$ cat src/jsph_pkg.sv
// shared constants, register map and types for the joystick position hold block
package jsph_pkg;

  localparam int TIME_W     = 32;
  localparam int JOY_W      = 8;
  localparam int LIM_W      = 12;
  localparam int RANGE_W    = LIM_W + 1;
  localparam int PROD1_W    = 19;
  localparam int NUM_W      = PROD1_W + TIME_W;
  localparam int TRAVEL_W   = 16;
  localparam int DEN_W      = TRAVEL_W + 7;
  localparam int CNT_W      = $clog2(NUM_W + 1);
  localparam int NEXT_W     = NUM_W + 2;
  localparam int PWR_W      = 10;
  localparam int TGT_W      = 12;
  localparam int OUT_TDATA_W = ((2 * PWR_W + 2 * TGT_W + 7) / 8) * 8;

  localparam int CHECK_MS   = 100;
  localparam int JOY_FULL   = 127;
  localparam int POWER_CAP  = 100;
  localparam int RECIP9     = 233017;
  localparam int RECIP9_SH  = 21;
  localparam int ELBOW_SH   = 3;

  localparam int CFG_AW = 5;
  localparam int CFG_DW = 32;

  localparam logic [2:0] REG_DEADBAND = 3'd0;
  localparam logic [2:0] REG_TRAVEL   = 3'd1;
  localparam logic [2:0] REG_SH_MIN   = 3'd2;
  localparam logic [2:0] REG_SH_MAX   = 3'd3;
  localparam logic [2:0] REG_EL_MIN   = 3'd4;
  localparam logic [2:0] REG_EL_MAX   = 3'd5;

  localparam logic [6:0]        DEADBAND_RST = 7'd15;
  localparam logic [TRAVEL_W-1:0] TRAVEL_RST = 16'd2000;
  localparam logic [LIM_W-1:0]  SH_MIN_RST   = 12'd625;
  localparam logic [LIM_W-1:0]  SH_MAX_RST   = 12'd3200;
  localparam logic [LIM_W-1:0]  EL_MIN_RST   = 12'd10;
  localparam logic [LIM_W-1:0]  EL_MAX_RST   = 12'd4000;

  typedef struct packed {
    logic busy;
    logic done;
  } div_stat_t;

endpackage

$ cat src/jsph_div.sv
// restoring divider, one quotient bit per cycle
module jsph_div (
  input  logic                         clk,
  input  logic                         rst_n,
  input  logic                         start,
  input  logic [jsph_pkg::NUM_W-1:0]   num,
  input  logic [jsph_pkg::DEN_W-1:0]   den,
  output jsph_pkg::div_stat_t          stat,
  output logic [jsph_pkg::NUM_W-1:0]   quot,
  output logic [jsph_pkg::DEN_W-1:0]   rem
);
  import jsph_pkg::*;

  logic [NUM_W-1:0] quot_r;
  logic [DEN_W-1:0] rem_r;
  logic [DEN_W-1:0] den_r;
  logic [CNT_W-1:0] cnt_r;
  logic             busy_r;
  logic             done_r;

  logic [DEN_W:0]   shifted;
  logic             ge;
  logic [DEN_W-1:0] rem_step;

  always_comb begin
    shifted  = {rem_r, quot_r[NUM_W-1]};
    ge       = (shifted >= {1'b0, den_r});
    rem_step = ge ? DEN_W'(shifted - {1'b0, den_r}) : shifted[DEN_W-1:0];
  end

  always_ff @(posedge clk) begin
    if (!rst_n) begin
      busy_r <= 1'b0;
      done_r <= 1'b0;
      cnt_r  <= '0;
    end else begin
      done_r <= 1'b0;
      if (start) begin
        busy_r <= 1'b1;
        cnt_r  <= CNT_W'(NUM_W);
      end else if (busy_r) begin
        cnt_r <= cnt_r - 1'b1;
        if (cnt_r == CNT_W'(1)) begin
          busy_r <= 1'b0;
          done_r <= 1'b1;
        end
      end
    end
  end

  always_ff @(posedge clk) begin
    if (start) begin
      quot_r <= num;
      rem_r  <= '0;
      den_r  <= den;
    end else if (busy_r) begin
      quot_r <= {quot_r[NUM_W-2:0], ge};
      rem_r  <= rem_step;
    end
  end

  assign stat.busy = busy_r;
  assign stat.done = done_r;
  assign quot      = quot_r;
  assign rem       = rem_r;

endmodule

$ cat src/joystick_setpoint_position_hold.sv
// a start item or a tick without a setpoint move passes CHECK, POWER and FINAL; out_tvalid is registered
// a tick that moves setpoints adds MUL1, MUL2, DIV_WAIT, FIX and CLAMP, using the 51-step shared divider
// (one pass per axis; an axis inside the deadband skips its pass)
// one item at a time: in_tready is high only while the sequencer is idle
// reset: synchronous rst_n clears setpoints, check time and control, loads register defaults
module joystick_setpoint_position_hold #(
  parameter int POT_BITS = 12
) (
  input  logic clk,
  input  logic rst_n,
  // in_tdata: now_ms, fine_mode, joy_shoulder, joy_elbow, pot_shoulder, pot_elbow
  input  logic [((jsph_pkg::TIME_W + 1 + 2*jsph_pkg::JOY_W + 2*POT_BITS + 7)/8)*8-1:0] in_tdata,
  // in_tuser: action
  input  logic in_tuser,
  input  logic in_tvalid,
  output logic in_tready,
  // out_tdata: shoulder_power, elbow_power, shoulder_target, elbow_target
  output logic [jsph_pkg::OUT_TDATA_W-1:0] out_tdata,
  output logic out_tvalid,
  input  logic out_tready,
  input  logic cfg_psel,
  input  logic cfg_penable,
  input  logic cfg_pwrite,
  input  logic [jsph_pkg::CFG_AW-1:0] cfg_paddr,
  input  logic [jsph_pkg::CFG_DW-1:0] cfg_pwdata,
  output logic [jsph_pkg::CFG_DW-1:0] cfg_prdata,
  output logic cfg_pready
);
  import jsph_pkg::*;

  localparam int IN_W = TIME_W + 1 + 2 * JOY_W + 2 * POT_BITS;
  localparam int PW   = POT_BITS + 2;
  localparam int PM_W = POT_BITS + RECIP9_SH;

  localparam logic [3:0] ST_IDLE     = 4'd0;
  localparam logic [3:0] ST_CHECK    = 4'd1;
  localparam logic [3:0] ST_MUL1     = 4'd2;
  localparam logic [3:0] ST_MUL2     = 4'd3;
  localparam logic [3:0] ST_DIV_WAIT = 4'd4;
  localparam logic [3:0] ST_FIX      = 4'd5;
  localparam logic [3:0] ST_CLAMP    = 4'd6;
  localparam logic [3:0] ST_POWER    = 4'd7;
  localparam logic [3:0] ST_FINAL    = 4'd8;

  // configuration registers
  logic [6:0]          deadband_r;
  logic [TRAVEL_W-1:0] travel_r;
  logic [LIM_W-1:0]    sh_min_r, sh_max_r, el_min_r, el_max_r;

  // state
  logic [3:0]          state_r, state_nxt;
  logic [TIME_W-1:0]   last_check_r;
  logic [POT_BITS-1:0] set_s_r, set_e_r;

  // request fields
  logic                action_r;
  logic [TIME_W-1:0]   now_r;
  logic                fine_r;
  logic [JOY_W-1:0]    joy_s_r, joy_e_r;
  logic [POT_BITS-1:0] pot_s_r, pot_e_r;

  // work registers
  logic [TIME_W-1:0]        elapsed_r;
  logic [DEN_W-1:0]         den_r;
  logic                     axis_r;
  logic                     neg_r;
  logic [PROD1_W-1:0]       prod1_r;
  logic signed [NEXT_W-1:0] next_r;
  logic [PM_W-1:0]          pmul_r;
  logic                     neg_ps_r;
  logic signed [PW-1:0]     pwr_e_r;

  logic                     out_valid_r;
  logic [OUT_TDATA_W-1:0]   out_data_r;

  // config port
  logic       cfg_wr;
  logic [2:0] cfg_idx;

  assign cfg_pready = 1'b1;
  assign cfg_wr     = cfg_psel & cfg_penable & cfg_pwrite;
  assign cfg_idx    = cfg_paddr[CFG_AW-1:2];

  always_ff @(posedge clk) begin
    if (!rst_n) begin
      deadband_r <= DEADBAND_RST;
      travel_r   <= TRAVEL_RST;
      sh_min_r   <= SH_MIN_RST;
      sh_max_r   <= SH_MAX_RST;
      el_min_r   <= EL_MIN_RST;
      el_max_r   <= EL_MAX_RST;
    end else if (cfg_wr) begin
      case (cfg_idx)
        REG_DEADBAND: deadband_r <= cfg_pwdata[6:0];
        REG_TRAVEL:   travel_r   <= cfg_pwdata[TRAVEL_W-1:0];
        REG_SH_MIN:   sh_min_r   <= cfg_pwdata[LIM_W-1:0];
        REG_SH_MAX:   sh_max_r   <= cfg_pwdata[LIM_W-1:0];
        REG_EL_MIN:   el_min_r   <= cfg_pwdata[LIM_W-1:0];
        REG_EL_MAX:   el_max_r   <= cfg_pwdata[LIM_W-1:0];
        default: ;
      endcase
    end
  end

  always_comb begin
    case (cfg_idx)
      REG_DEADBAND: cfg_prdata = CFG_DW'(deadband_r);
      REG_TRAVEL:   cfg_prdata = CFG_DW'(travel_r);
      REG_SH_MIN:   cfg_prdata = CFG_DW'(sh_min_r);
      REG_SH_MAX:   cfg_prdata = CFG_DW'(sh_max_r);
      REG_EL_MIN:   cfg_prdata = CFG_DW'(el_min_r);
      REG_EL_MAX:   cfg_prdata = CFG_DW'(el_max_r);
      default:      cfg_prdata = '0;
    endcase
  end

  // handshakes
  logic in_acc, out_load;

  assign in_tready  = (state_r == ST_IDLE);
  assign in_acc     = in_tvalid & in_tready;
  assign out_load   = (state_r == ST_FINAL) & (~out_valid_r | out_tready);
  assign out_tvalid = out_valid_r;
  assign out_tdata  = out_data_r;

  // shared divider
  jsph_pkg::div_stat_t div_stat;
  logic                div_start;
  logic [NUM_W-1:0]    prod2;
  logic [NUM_W-1:0]    div_quot;
  logic [DEN_W-1:0]    div_rem;

  assign div_start = (state_r == ST_MUL2);
  assign prod2     = NUM_W'(prod1_r) * NUM_W'(elapsed_r);

  jsph_div u_div (
    .clk   (clk),
    .rst_n (rst_n),
    .start (div_start),
    .num   (prod2),
    .den   (den_r),
    .stat  (div_stat),
    .quot  (div_quot),
    .rem   (div_rem)
  );

  // per-axis datapath
  logic [JOY_W-1:0]         joy_sel, joy_mag;
  logic [LIM_W-1:0]         lo_sel, hi_sel;
  logic [POT_BITS-1:0]      set_sel;
  logic [RANGE_W-1:0]       rng;
  logic [LIM_W-1:0]         rng_mag;
  logic [PROD1_W:0]         prod1;
  logic                     neg_num;
  logic                     in_band;
  logic [TIME_W-1:0]        elapsed;
  logic [TRAVEL_W-1:0]      travel1;
  logic [NUM_W:0]           dmag;
  logic signed [NEXT_W-1:0] next_fix;
  logic signed [NEXT_W-1:0] lo_ext, hi_ext, clamp_val;

  always_comb begin
    joy_sel = axis_r ? joy_e_r : joy_s_r;
    lo_sel  = axis_r ? el_min_r : sh_min_r;
    hi_sel  = axis_r ? el_max_r : sh_max_r;
    set_sel = axis_r ? set_e_r : set_s_r;
    // -128 gives magnitude 128, still fits unsigned
    joy_mag = joy_sel[JOY_W-1] ? (~joy_sel + 1'b1) : joy_sel;
    in_band = ({1'b0, joy_mag} <= {2'b0, deadband_r});
    rng     = {1'b0, hi_sel} - {1'b0, lo_sel};
    rng_mag = rng[RANGE_W-1] ? LIM_W'(~rng + 1'b1) : rng[LIM_W-1:0];
    prod1   = (PROD1_W+1)'(joy_mag) * (PROD1_W+1)'(rng_mag);
    // sign of -joy * range
    neg_num = (~joy_sel[JOY_W-1] & (|joy_sel)) ^ rng[RANGE_W-1];
    elapsed = now_r - last_check_r;
    travel1 = (travel_r == '0) ? TRAVEL_W'(1) : travel_r;
    // floor of a negative quotient rounds the magnitude up
    dmag     = (NUM_W+1)'(div_quot) + (NUM_W+1)'(neg_r & (|div_rem));
    next_fix = neg_r ? ($signed(NEXT_W'(set_sel)) - $signed(NEXT_W'(dmag)))
                     : ($signed(NEXT_W'(set_sel)) + $signed(NEXT_W'(dmag)));
    lo_ext   = $signed(NEXT_W'(lo_sel));
    hi_ext   = $signed(NEXT_W'(hi_sel));
    clamp_val = next_r;
    if (clamp_val < lo_ext) begin
      clamp_val = lo_ext;
    end
    if (clamp_val > hi_ext) begin
      clamp_val = hi_ext;
    end
  end

  // power datapath
  logic signed [POT_BITS:0] ds, de;
  logic [POT_BITS-1:0]      ds_mag, de_mag, qe, q9;
  logic signed [PW-1:0]     pwr_e, pwr_s, pwr_s_cap, pwr_e_cap;
  logic [POT_BITS+TGT_W-1:0] tgt_s_ext, tgt_e_ext;

  always_comb begin
    ds     = $signed({1'b0, pot_s_r}) - $signed({1'b0, set_s_r});
    de     = $signed({1'b0, set_e_r}) - $signed({1'b0, pot_e_r});
    ds_mag = ds[POT_BITS] ? POT_BITS'(-ds) : ds[POT_BITS-1:0];
    de_mag = de[POT_BITS] ? POT_BITS'(-de) : de[POT_BITS-1:0];
    qe     = de_mag >> ELBOW_SH;
    pwr_e  = de[POT_BITS] ? -$signed(PW'(qe)) : $signed(PW'(qe));
    // reciprocal multiply gives floor(|d|/9) exactly for |d| below 2^21
    q9     = pmul_r[PM_W-1:RECIP9_SH];
    pwr_s  = neg_ps_r ? -$signed(PW'(q9)) : $signed(PW'(q9));
    pwr_s_cap = (pwr_s > $signed(PW'(POWER_CAP))) ? $signed(PW'(POWER_CAP)) : pwr_s;
    pwr_e_cap = (pwr_e_r > $signed(PW'(POWER_CAP))) ? $signed(PW'(POWER_CAP)) : pwr_e_r;
    tgt_s_ext = {{TGT_W{1'b0}}, set_s_r};
    tgt_e_ext = {{TGT_W{1'b0}}, set_e_r};
  end

  // sequencer
  always_comb begin
    state_nxt = state_r;
    case (state_r)
      ST_IDLE:     if (in_acc) state_nxt = ST_CHECK;
      ST_CHECK: begin
        if (!action_r && fine_r && (elapsed > TIME_W'(CHECK_MS))) begin
          state_nxt = ST_MUL1;
        end else begin
          state_nxt = ST_POWER;
        end
      end
      ST_MUL1:     state_nxt = in_band ? ST_CLAMP : ST_MUL2;
      ST_MUL2:     state_nxt = ST_DIV_WAIT;
      ST_DIV_WAIT: if (div_stat.done) state_nxt = ST_FIX;
      ST_FIX:      state_nxt = ST_CLAMP;
      ST_CLAMP:    state_nxt = axis_r ? ST_POWER : ST_MUL1;
      ST_POWER:    state_nxt = ST_FINAL;
      ST_FINAL:    if (out_load) state_nxt = ST_IDLE;
      default:     state_nxt = ST_IDLE;
    endcase
  end

  always_ff @(posedge clk) begin
    if (!rst_n) begin
      state_r      <= ST_IDLE;
      last_check_r <= '0;
      set_s_r      <= '0;
      set_e_r      <= '0;
      axis_r       <= 1'b0;
      out_valid_r  <= 1'b0;
    end else begin
      state_r <= state_nxt;
      case (state_r)
        ST_CHECK: begin
          axis_r <= 1'b0;
          if (action_r) begin
            set_s_r <= pot_s_r;
            set_e_r <= pot_e_r;
          end else if (fine_r && (elapsed > TIME_W'(CHECK_MS))) begin
            last_check_r <= now_r;
          end
        end
        ST_CLAMP: begin
          if (axis_r) begin
            set_e_r <= clamp_val[POT_BITS-1:0];
          end else begin
            set_s_r <= clamp_val[POT_BITS-1:0];
          end
          axis_r <= ~axis_r;
        end
        default: ;
      endcase
      if (out_load) begin
        out_valid_r <= 1'b1;
      end else if (out_tready) begin
        out_valid_r <= 1'b0;
      end
    end
  end

  always_ff @(posedge clk) begin
    if (in_acc) begin
      action_r <= in_tuser;
      now_r    <= in_tdata[TIME_W-1:0];
      fine_r   <= in_tdata[TIME_W];
      joy_s_r  <= in_tdata[TIME_W+1 +: JOY_W];
      joy_e_r  <= in_tdata[TIME_W+1+JOY_W +: JOY_W];
      pot_s_r  <= in_tdata[TIME_W+1+2*JOY_W +: POT_BITS];
      pot_e_r  <= in_tdata[IN_W-POT_BITS +: POT_BITS];
    end
    if (state_r == ST_CHECK) begin
      elapsed_r <= elapsed;
      den_r     <= DEN_W'(travel1) * DEN_W'(JOY_FULL);
    end
    if (state_r == ST_MUL1) begin
      prod1_r <= prod1[PROD1_W-1:0];
      neg_r   <= neg_num;
      next_r  <= $signed(NEXT_W'(set_sel));
    end
    if (state_r == ST_FIX) begin
      next_r <= next_fix;
    end
    if (state_r == ST_POWER) begin
      pmul_r   <= PM_W'(ds_mag) * PM_W'(RECIP9);
      neg_ps_r <= ds[POT_BITS];
      pwr_e_r  <= pwr_e;
    end
    if (out_load) begin
      out_data_r <= OUT_TDATA_W'({tgt_e_ext[TGT_W-1:0], tgt_s_ext[TGT_W-1:0],
                                  pwr_e_cap[PWR_W-1:0], pwr_s_cap[PWR_W-1:0]});
    end
  end

endmodule

$ cat config.mk
export PLATFORM = sky130hd
export DESIGN_NAME = joystick_setpoint_position_hold
export DESIGN_NICKNAME = d
export VERILOG_FILES = /design/src/jsph_pkg.sv /design/src/jsph_div.sv /design/src/joystick_setpoint_position_hold.sv
export SDC_FILE = /design/constraint.sdc
export NUM_CORES = 2
export LEC_CHECK = 0
export BUFFER_PORTS_ARGS = -buffer_cell sky130_fd_sc_hd__buf_2
export CAP_MARGIN = 0
export CORE_MARGIN = 2
export CORE_UTILIZATION = 59
export DETAILED_ROUTE_END_ITERATION = 12
export PLACE_DENSITY_LB_ADDON = 0.15
export SKIP_LAST_GASP = 1
export SLEW_MARGIN = 5
export SYNTH_ARGS = -nofsm -noshare
export SYNTH_HDL_FRONTEND = slang
export SYNTH_SLANG_ARGS = --single-unit
$ cat constraint.sdc
create_clock -name clk -period 8.71 [get_ports clk]
set_clock_uncertainty 0.2 [all_clocks]
set_input_delay 0.871 -clock clk [delete_from_list [all_inputs] [get_ports clk]]
set_output_delay 0.871 -clock clk [all_outputs]
set_load 0.02 [all_outputs]
==> flow_metrics.tcl <==
set metrics [dict create \
    core_area_um2 96900 \
    initial_core_util 0.597 \
    numCtsBuffers 56 \
    synth_edf_count 344 \
    syn_area_um2 57800 \
    synth-main-ff-cell "edfxtp_1" \
    violations "setup timing" \
    grt_pass1_vias 44998 \
    die_w_um 317 \
    rows 114 \
    h-tree-depth 2 \
    hold_path_depth 0 \
    grt_max_degree 107 \
    postSynthCellCount 6346 \
    nets 7687 \
    tightest_slew_ns 1.28 \
    wl_um 150000 \
    track_usage 0.305 \
    areaGrowthSynthToFinish_pct 8.51 \
    nFillCells 8185 \
    cts_hold_buffers 0 \
    viasPerCell 5.78 \
    dp.cells 7647 \
    clk_pin_slew_worst_paths_ns 0.07 \
    drv_slew 0 \
    wl_per_cell_um 19.4 \
    clk_latency_ns 0.67 \
    worst_slack_ns -0.0153 \
    cts.sinks 508 \
    reg2reg_slack_ns -0.02 \
    dr.pass1.iters 9 \
    period_share 1.00 \
    yosysSeqAreaShare 0.236 \
    grt_first_pass_wirelength_um 242000 \
    synth_area_leaders "fa_1, edfxtp_1, ha_1" \
    layout-drive-gt1-share 0.0877 \
    place_ws_ns -0.272 \
    io_pins 208 \
    path_class "reg2reg" \
    root_buffer "clkbuf_16" \
    cts_tree "built" \
    async_flop_share 0 \
    crit_top_cell "a21o_1" \
    cp_slowest_cell "fa_2" \
    clock.fmax_mhz 115 \
    r2r-end "pmul_r[29]$_DFFE_PP_" \
    min_path_type "reg2reg" \
    worstPathMaxFanout 3 \
    slowest_delay_ns 0.61 \
    status "finished, violations left" \
    slew_headroom 0.141 \
    drc 0 \
    synth_largest_area_cell "fa_1" \
    holdPathEnd "u_div.den_r[0]$_DFFE_PP_" \
    hpwl_um 120000 \
    worst_ep_required_time_ns 8.91 \
    arrival_ns 8.92 \
    die-area_um2 100000 \
    setup.worst_path.end_class "flip-flop" \
    ys_seq_elements 508 \
    synth_top_area_share 0.233 \
    routabilityCongestion 0.944 \
    avgSynthCellArea_um2 9.11 \
    overflow 0 \
    antenna_found_initial 3 \
    rr_worst_depth 35 \
    ctsLongestPathBuffers 3 \
    hold_start "den_r[0]$_DFFE_PP_" \
    hold_viol 0 \
    fin_cells 7767 \
    drt-initial-drc-count 3470 \
    vias 44876 \
    maxCapViolCount 0 \
    port_buffers 161 \
    ys_types 99 \
    period_needed_ns 8.73 \
    n_antenna_cell 0 \
    die_h_um 317 \
    r2r_start "pot_s_r[0]$_DFFE_PP_" \
    start_kind "flip-flop" \
    rsz0062_at_grt "true" \
    ant_nets 0 \
    yosysWarnings 0 \
    setup_viol 1 \
]
[worst max-delay path, delay by kind of cell (launching register included)]
family | cells | cell delay [ns]
buf+inv | 6 | 0.54
xor+xnor | 4 | 0.49
fa+ha+maj | 8 | 2.91
flops | 1 | 0.38
simple gates | 4 | 1.27
compound gates | 13 | 2.70
[cells by family (layout without fill, tap and decap cells)]
| group | Yosys count | after routing | synth area share |
|---|---|---|---|
| AND/OR/NAND/NOR | 2092 | 2092 | 0.172 |
| flip-flops | 508 | 508 | 0.236 |
| AO/OA/AOI/OAI | 923 | 923 | 0.106 |
| multiplexers | 130 | 130 | 0.0233 |
| other | 2 | 21 | 0.000130 |
| adder cells (fa/ha/maj) | 1118 | 1118 | 0.330 |
| buffers and inverters | 1250 | 1376 | 0.0835 |
| XOR/XNOR | 323 | 323 | 0.0495 |
[synthesized netlist by cell type, drive strengths merged, types with 53 or more instances]
library cell,number
ha,444
nor4,56
fa,674
xor2,102
mux2i,101
nor2,318
xnor2,220
and2,221
inv,933
buf,53
a21o,72
nand4,58
nor3,98
o21ai,225
a21oi,192
clkbuf,261
nand3,94
a21boi,61
dfxtp,164
edfxtp,344
nand2,955
[flip-flops by register name, summed over array words and instances, names as in the netlist, 14 cells and up]
| register | cells |
|---|---|
| next_r | 53 |
| u_div.quot | 51 |
| out_tdata | 44 |
| elapsed_r | 32 |
| last_check_r | 32 |
| now_r | 32 |
| den_r | 23 |
| u_div.den_r | 23 |
| u_div.rem | 23 |
| prod1_r | 19 |
| travel_r | 16 |
| pwr_e_r | 14 |
[layer usage]
metal | global-route usage | up-vias | share of wire
li1 | - | 21099 | -
met1 | 0.424 | 22172 | 0.43
met2 | 0.497 | 1331 | 0.47
met3 | 0.0438 | 272 | 0.068
met4 | 0.0959 | 2 | 0.033
met5 | 0 | - | 0.000086
[placed cells by master (no fill, tap or decap), types with 160 or more instances in the layout]
cell / instances
ha_1: 436
fa_1: 667
buf_4: 165
nand2_1: 955
xnor2_1: 216
buf_2: 160
dfxtp_1: 163
a21oi_1: 185
inv_1: 924
nor2_1: 315
edfxtp_1: 344
and2_1: 217
o21ai_0: 215
[layout make-up]
class / count / area (um2) / area share
inverter: 936 / 3510 / 0.0560
clock inverter: 29 / 313 / 0.00499
timing repair buffer: 335 / 2200 / 0.0350
sequential: 508 / 13600 / 0.217
tap: 1276 / 1600 / 0.0255
multi-input combinational: 4607 / 39900 / 0.636
clock buffer: 76 / 1590 / 0.0254
[how the worst max path moves through the flow]
stage	slack (ns)	startpoint	to	cells after the start
floorplan	0.007	axis_r$_SDFFE_PN0P_	prod1_r[18]$_DFFE_PP_	39
global placement	-0.30	pot_s_r[0]$_DFFE_PP_	pmul_r[29]$_DFFE_PP_	34
detailed placement	-0.27	pot_s_r[0]$_DFFE_PP_	pmul_r[29]$_DFFE_PP_	34
CTS	0.03	axis_r$_SDFFE_PN0P_	prod1_r[18]$_DFFE_PP_	34
global route	-0.37	pot_s_r[1]$_DFFE_PP_	pmul_r[29]$_DFFE_PP_	34
finish	-0.02	pot_s_r[0]$_DFFE_PP_	pmul_r[29]$_DFFE_PP_	35
[timing repair]
action	4_1_cts	5_1_grt
setup buffers	5	10
resized for setup	18	58
endpoints found under the setup margin	6	13
pin swaps	9	54
[stage by stage]
stage	TNS [ns]	area, um2	hold WS (ns)	util
finish	-0.0153	62700	0.193	0.647
global route	-2.04	62700	0.168	0.647
CTS	0	62400	0.151	0.644
detailed placement	-0.708	60300	0.205	0.623
global placement	-0.873	60300	0.201	0.623
floorplan	0	57900	0.200	-
Power is not shown: default switching activity piles up to over one toggle a cycle in this logic, so the estimate is an artifact.
